<file path="src/assert_macros.svh">
// assertion helpers for the rtl folder
`ifndef ASSERT_MACROS_SVH
`define ASSERT_MACROS_SVH
`ifndef ASSERT_OFF
// checked property, off while reset is asserted
`define TUN_ASSERT(lbl, clk, rst_n, prop) \
  lbl: assert property (@(posedge clk) disable iff (!rst_n) prop) \
    else $error("assertion failed");
// checked property, also during reset
`define TUN_ASSERT_ALWAYS(lbl, clk, prop) \
  lbl: assert property (@(posedge clk) prop) else $error("assertion failed");
`else
`define TUN_ASSERT(lbl, clk, rst_n, prop)
`define TUN_ASSERT_ALWAYS(lbl, clk, prop)
`endif
`endif

</file>
<file path="src/tun_pkg.sv">
`default_nettype none
package tun_pkg;

  // per item side flags carried along the pipeline
  typedef struct packed {
    logic [2:0] neg;
    logic       degen;
  } tun_flags_t;

  // stages ahead of the root cells: diff, cross, combine, partials, square, sum
  localparam int unsigned FrontStages = 6;

endpackage
`default_nettype wire

</file>
<file path="src/tun_cell.sv">
`default_nettype none
// one bit of r = isqrt(T / s) per lane, residual e = T - r*r*s, p = r*s
module tun_cell #(
  parameter int unsigned K  = 0,
  parameter int unsigned XW = 104,
  parameter int unsigned AW = 72,
  parameter int unsigned RW = 16
) (
  input  wire logic                clk_i,
  input  wire logic                ld_i,
  input  wire logic [2:0][XW-1:0]  e_i,
  input  wire logic [2:0][XW-1:0]  p_i,
  input  wire logic [2:0][RW-1:0]  r_i,
  input  wire logic [AW-1:0]       s_i,
  input  wire tun_pkg::tun_flags_t flags_i,
  output logic      [2:0][XW-1:0]  e_o,
  output logic      [2:0][XW-1:0]  p_o,
  output logic      [2:0][RW-1:0]  r_o,
  output logic      [AW-1:0]       s_o,
  output tun_pkg::tun_flags_t      flags_o
);
  logic [2:0][XW-1:0] e_d, p_d, e_q, p_q;
  logic [2:0][RW-1:0] r_d, r_q;
  logic [2:0][XW-1:0] sub;
  logic [AW-1:0]      s_q;
  tun_pkg::tun_flags_t flags_q;

  always_comb begin
    for (int i = 0; i < 3; i++) begin
      sub[i] = (p_i[i] << (K + 1)) + (XW'(s_i) << (2 * K));
      e_d[i] = e_i[i];
      p_d[i] = p_i[i];
      r_d[i] = r_i[i];
      if (sub[i] <= e_i[i]) begin
        e_d[i] = e_i[i] - sub[i];
        p_d[i] = p_i[i] + (XW'(s_i) << K);
        r_d[i] = r_i[i] | (RW'(1) << K);
      end
    end
  end

  always_ff @(posedge clk_i) begin
    if (ld_i) begin
      e_q     <= e_d;
      p_q     <= p_d;
      r_q     <= r_d;
      s_q     <= s_i;
      flags_q <= flags_i;
    end
  end

  assign e_o     = e_q;
  assign p_o     = p_q;
  assign r_o     = r_q;
  assign s_o     = s_q;
  assign flags_o = flags_q;
endmodule
`default_nettype wire

</file>
<file path="config.mk">
export PLATFORM = sky130hd
export DESIGN_NAME = tun_cell
export DESIGN_NICKNAME = d
export VERILOG_FILES = /design/src/assert_macros.svh /design/src/tun_pkg.sv /design/src/tun_cell.sv
export SDC_FILE = /design/constraint.sdc
export NUM_CORES = 2
export LEC_CHECK = 0
export BUFFER_PORTS_ARGS = -buffer_cell sky130_fd_sc_hd__buf_2
export CAP_MARGIN = 40
export CORE_AREA = 2 2 587 589
export CTS_CLUSTER_SIZE = 30
export DETAILED_ROUTE_END_ITERATION = 7
export DIE_AREA = 0 0 589 591
export GPL_TIMING_DRIVEN = 0
export PLACE_DENSITY = 0.44
export SETUP_SLACK_MARGIN = 0.4
export SLEW_MARGIN = 5
export SYNTH_ARGS = -nofsm -noshare
export SYNTH_HDL_FRONTEND = slang
export SYNTH_SLANG_ARGS = --single-unit
</file>
<file path="constraint.sdc">
create_clock -name clk_i -period 17.5 [get_ports clk_i]
set_input_delay 0.875 -clock clk_i [delete_from_list [all_inputs] [get_ports clk_i]]
set_output_delay 0.875 -clock clk_i [all_outputs]
set_load 0.005 [all_outputs]
</file>
[Word level (Yosys, flattened, before mapping)]
Cells that the tools add are included.
Operators by class
  add/subtract/negate cells: 9
  multiply operators: 0
  div/mod/pow operators: 0
  $lt $le $gt $ge: 3
  eq/ne operators: 0
  shift-type cells: 0
  muxes and demuxes: 6
  bitwise operators: 0
  reduce and logical (&&, ||, !) cells: 0
Operators by type and width (number)
  adder 104 x 72 -> 104 bit: 6
  2-to-1 mux 104 bit: 6
  <= comparator 104 bit: 3
  subtractor 104 bit: 3
Storage, ports and cells
  register bits: 748
  latch bits: 0
  memory bits (writable): 0
  memory bits (read-only): 0
  word-level logic and storage cells: 33
  memories: 0

[Depth between registers and ports, before layout]
  depth after elaboration: 3
  gate-level depth with buffers: 32
  depth with buffers taken out: 27

[Worst setup path before layout]
OpenSTA, ideal clock, no wires.
  path type: input-to-reg
  from: input port p_i[0] (netlist name)
  to: register p_q, in the netlist p_o[80], data pin
  data arrival time: 6753 ps
  path slack: 10482 ps
  cell stages on the path: 30
  path buffers: 3
  cells stage by stage: ha_1 -> fa_1 -> a211oi_1 -> o211ai_2 -> a311oi_1 -> o41ai_2 -> a21oi_2 -> or4b_4 -> a22oi_4 -> a21boi_2 -> o21ai_2 -> a21o_4 -> or3b_1 -> xor2_1 -> ha_1 -> clkbuf_1 -> a21o_1 -> a21o_1 -> a21o_1 -> a21o_1 -> a41oi_1 -> a31oi_1 -> a211o_1 -> a211oi_2 -> buf_2 -> a21oi_1 -> o21ai_1 -> buf_2 -> nor3_1 -> xor2_1
RTL lines
  start: declaration: line tun_cell.sv:12  | input wire logic [2:0][XW-1:0] p_i,
  end signal: assignment: line tun_cell.sv:45  | p_q <= p_d;
  end: declaration: line tun_cell.sv:22  | logic [2:0][XW-1:0] e_d, p_d, e_q, p_q;

==> results by group <==
Status
  – Outcome: finished, final reports clean

Layout
  – Post-layout net count: 12390
  – Most frequent cells in the layout: buf_2, a21oi_1, nand2_1, o21ai_0, edfxtp_1
  – Multi-input gate area: 50890 µm²
  – Layout fillers: 37780
  – Sequential cell area: 22460 µm²
  – Commonest non-fill, non-tap cell in the layout: buf_2
  – Area grow syn2layout: 23.39%
  – Fin util: 0.2753
  – Share of cells above drive strength 1: 0.1808

Power
  – LEAKAGE: 0.03885 µW
  – Int Pwr: 5063 µW
  – Logic pwr share: 0.476
  – Power per cell area: 95.78 nW/µm²
  – Register share of total power: 0.268
  – NetSw: 3953 µW
  – Sw frac: 0.4384
  – Clock group share of total power: 0.257
  – VDD IR max: 0.00008536 V

Yosys
  – Mapped cell area: 76290 µm²
  – Synth warn: 0
  – Ys async rst share: 0
  – Register area share after synthesis: 0.2944
  – Netlist cell types: 98
  – Mapped Nets: 10730
  – Post-synth EDFFs: 748
  – Synth Flop Type: edfxtp_1
  – Avg Cell Area, Syn: 8.263 µm²
  – Mapped Cells: 9232
  – Seq cells post-synth: 748

Setup path
  – WP data required: 18.04 ns
  – Crit path launch type: input pin
  – Worst path slowest cell: nor4b_2
  – Buf/Inv on CP: 8
  – Slowest stage delay, CP: 0.92 ns
  – Critical path class: input pin to register
  – CP max FO: 10
  – Worst endpoint data arrival time: 10.53 ns
  – Critical Path End Type: register
  – CP delay by family, top: compound AO/OA/AOI/OAI gates
  – CP most frequent cell: buf_2

GRT
  – Remaining Overflow, GRT: 0
  – Met2 Use GR: 0.4163
  – Largest net degree at the start of global routing: 110
  – Gr usage total: 0.2558
  – Vias in the first global route: 78280
  – Met3 usage: 0.05353
  – First-pass GRT wire length: 627900 µm
  – Initial antenna violation count: 215
  – Met1 Use GR: 0.3191
  – Busiest grt layer: met2

Clocking
  – CTS tree: yes
  – Clk buf depth: 4
  – CTS clock-pin slew for the worst setup and hold paths: 0.07 ns
  – Post-CTS sizing: 0
  – Clock sinks: 748
  – Root buf cell: clkbuf_16
  – CTS Hold Bufs: 0
  – Num CTS Buffers: 111
  – H-tree levels: 3
  – Post-CTS Setup Bufs: 0

Place
  – Routability cong.: 0.9509
  – Place WS: 6.799 ns
  – DP HPWL: 394800 µm
  – Quantity of I/O buffers inserted on ports: 1482

Timing
  – Endpoints failing setup: 0
  – Hold Vio Cnt, Final: 0
  – Worst setup margin: 7.514 ns
  – Worst rel slew slack: 0.3165
  – Tightest Pin Transition: 1.019 ns
  – Setup tns final: 0 ns
  – Final Slew Violations: 0
  – Final period util: 0.5706
  – Achievable Freq: 0.1001 GHz
  – Min Tclk post-route: 9.986 ns
  – RSZ-0062 raised after global routing: no

Floorplanning
  – Initial Util: 0.2231
  – Die width: 589 µm
  – Core region area: 341900 µm²
  – Rows: 215
  – Die H: 591 µm
  – Num ports: 1498
  – Die ar.: 348100 µm²

Flow run
  – Max Cap Viol: 0

Min path
  – Hold WC Path Type: input pin to register

Route
  – Vias/cell: 5.150
  – Antenna Nets Post-Route: 0
  – Total Wirelength: 466600 µm
  – WL per Instance: 29.86 µm
  – Number of DRC violations after detailed-routing iteration 0: 6744
  – DRC viols: 0
  – Vias: 80490
  – DRT Pass-1 Iters: 6
layout make-up:
class,count,area share
multi-input combinational,7733,0.5406
sequential,748,0.2386
timing repair buffer,1544,0.08850
tap,4557,0.06057
clock buffer,124,0.03025
buffer,503,0.02156
inverter,248,0.009889
clock inverter,73,0.007443
antenna,98,0.002605
power by group through the flow:
stage | Sequential (µW) | Clock (µW) | Combinational (µW)
floorplan | 2450 | 0 | 2390
global placement | 2500 | 0 | 4240
detailed placement | 2450 | 0 | 4240
CTS | 2420 | 2410 | 4270
global route | 2430 | 2450 | 4650
finish | 2420 | 2310 | 4290
stage by stage:
step / area [µm²] / hold WS (ns) / std cells / power (µW)
after floorplan: 76290 / 0.9739 / 9232 / 4836
after global placement: 89410 / 1.052 / 15270 / 6741
after detailed placement: 90340 / 1.054 / 15330 / 6692
after CTS: 93890 / 0.1003 / 15530 / 9097
after global routing: 93990 / 0.1421 / 15570 / 9530
final: 94130 / 0.2005 / 15630 / 9016
Yosys cell counts (all sizes together), types with 34 or more instances:
master	count	area, µm²
a21oi	1089	5458
nand2	1006	3779
o21ai	837	4212
edfxtp	748	22460
ha	741	9271
nor2	671	2519
xnor2	493	4318
a21o	407	3063
xor2	405	3547
clkbuf	395	1489
nand4	333	2083
inv	248	930.9
nand3	215	1081
o21bai	182	1366
nor3	147	745.7
buf	108	538.0
and3	98	613.1
nand2b	79	494.2
o21a	69	518.0
a31oi	68	437.9
nor2b	67	419.2
o31ai	61	481.7
mux2	55	619.3
a211oi	54	420.4
o211ai	53	407.9
a21boi	49	371.6
and2	48	300.3
nor4	46	294.0
or3	43	269.0
a221oi	34	297.8
or2	34	212.7
registers in the layout (all words and copies together) (netlist names):
name / cells
e_o: 312
flags_o: 4
p_o: 312
r_o: 48
s_o: 72
layer usage:
layer / wire, µm / share of wire
met4: 25700 / 0.055
met1: 196500 / 0.42
met2: 212100 / 0.45
met3: 31840 / 0.068
met5: 446 / 0.00096
logic make-up after synthesis:
group           synth area share
buf+inv                  0.03877
compound gates            0.2518
mux                     0.008643
flops                     0.2944
xor+xnor                  0.1031
fa+ha+maj                 0.1239
simple gates              0.1794
final timing paths:
check | from | to | cells past startpoint
max | s_i[10] | p_o[229]$_DFFE_PP_ | 31
min | r_i[28] | r_o[28]$_DFFE_PP_ | 1
(Power assumes the default switching activity.)
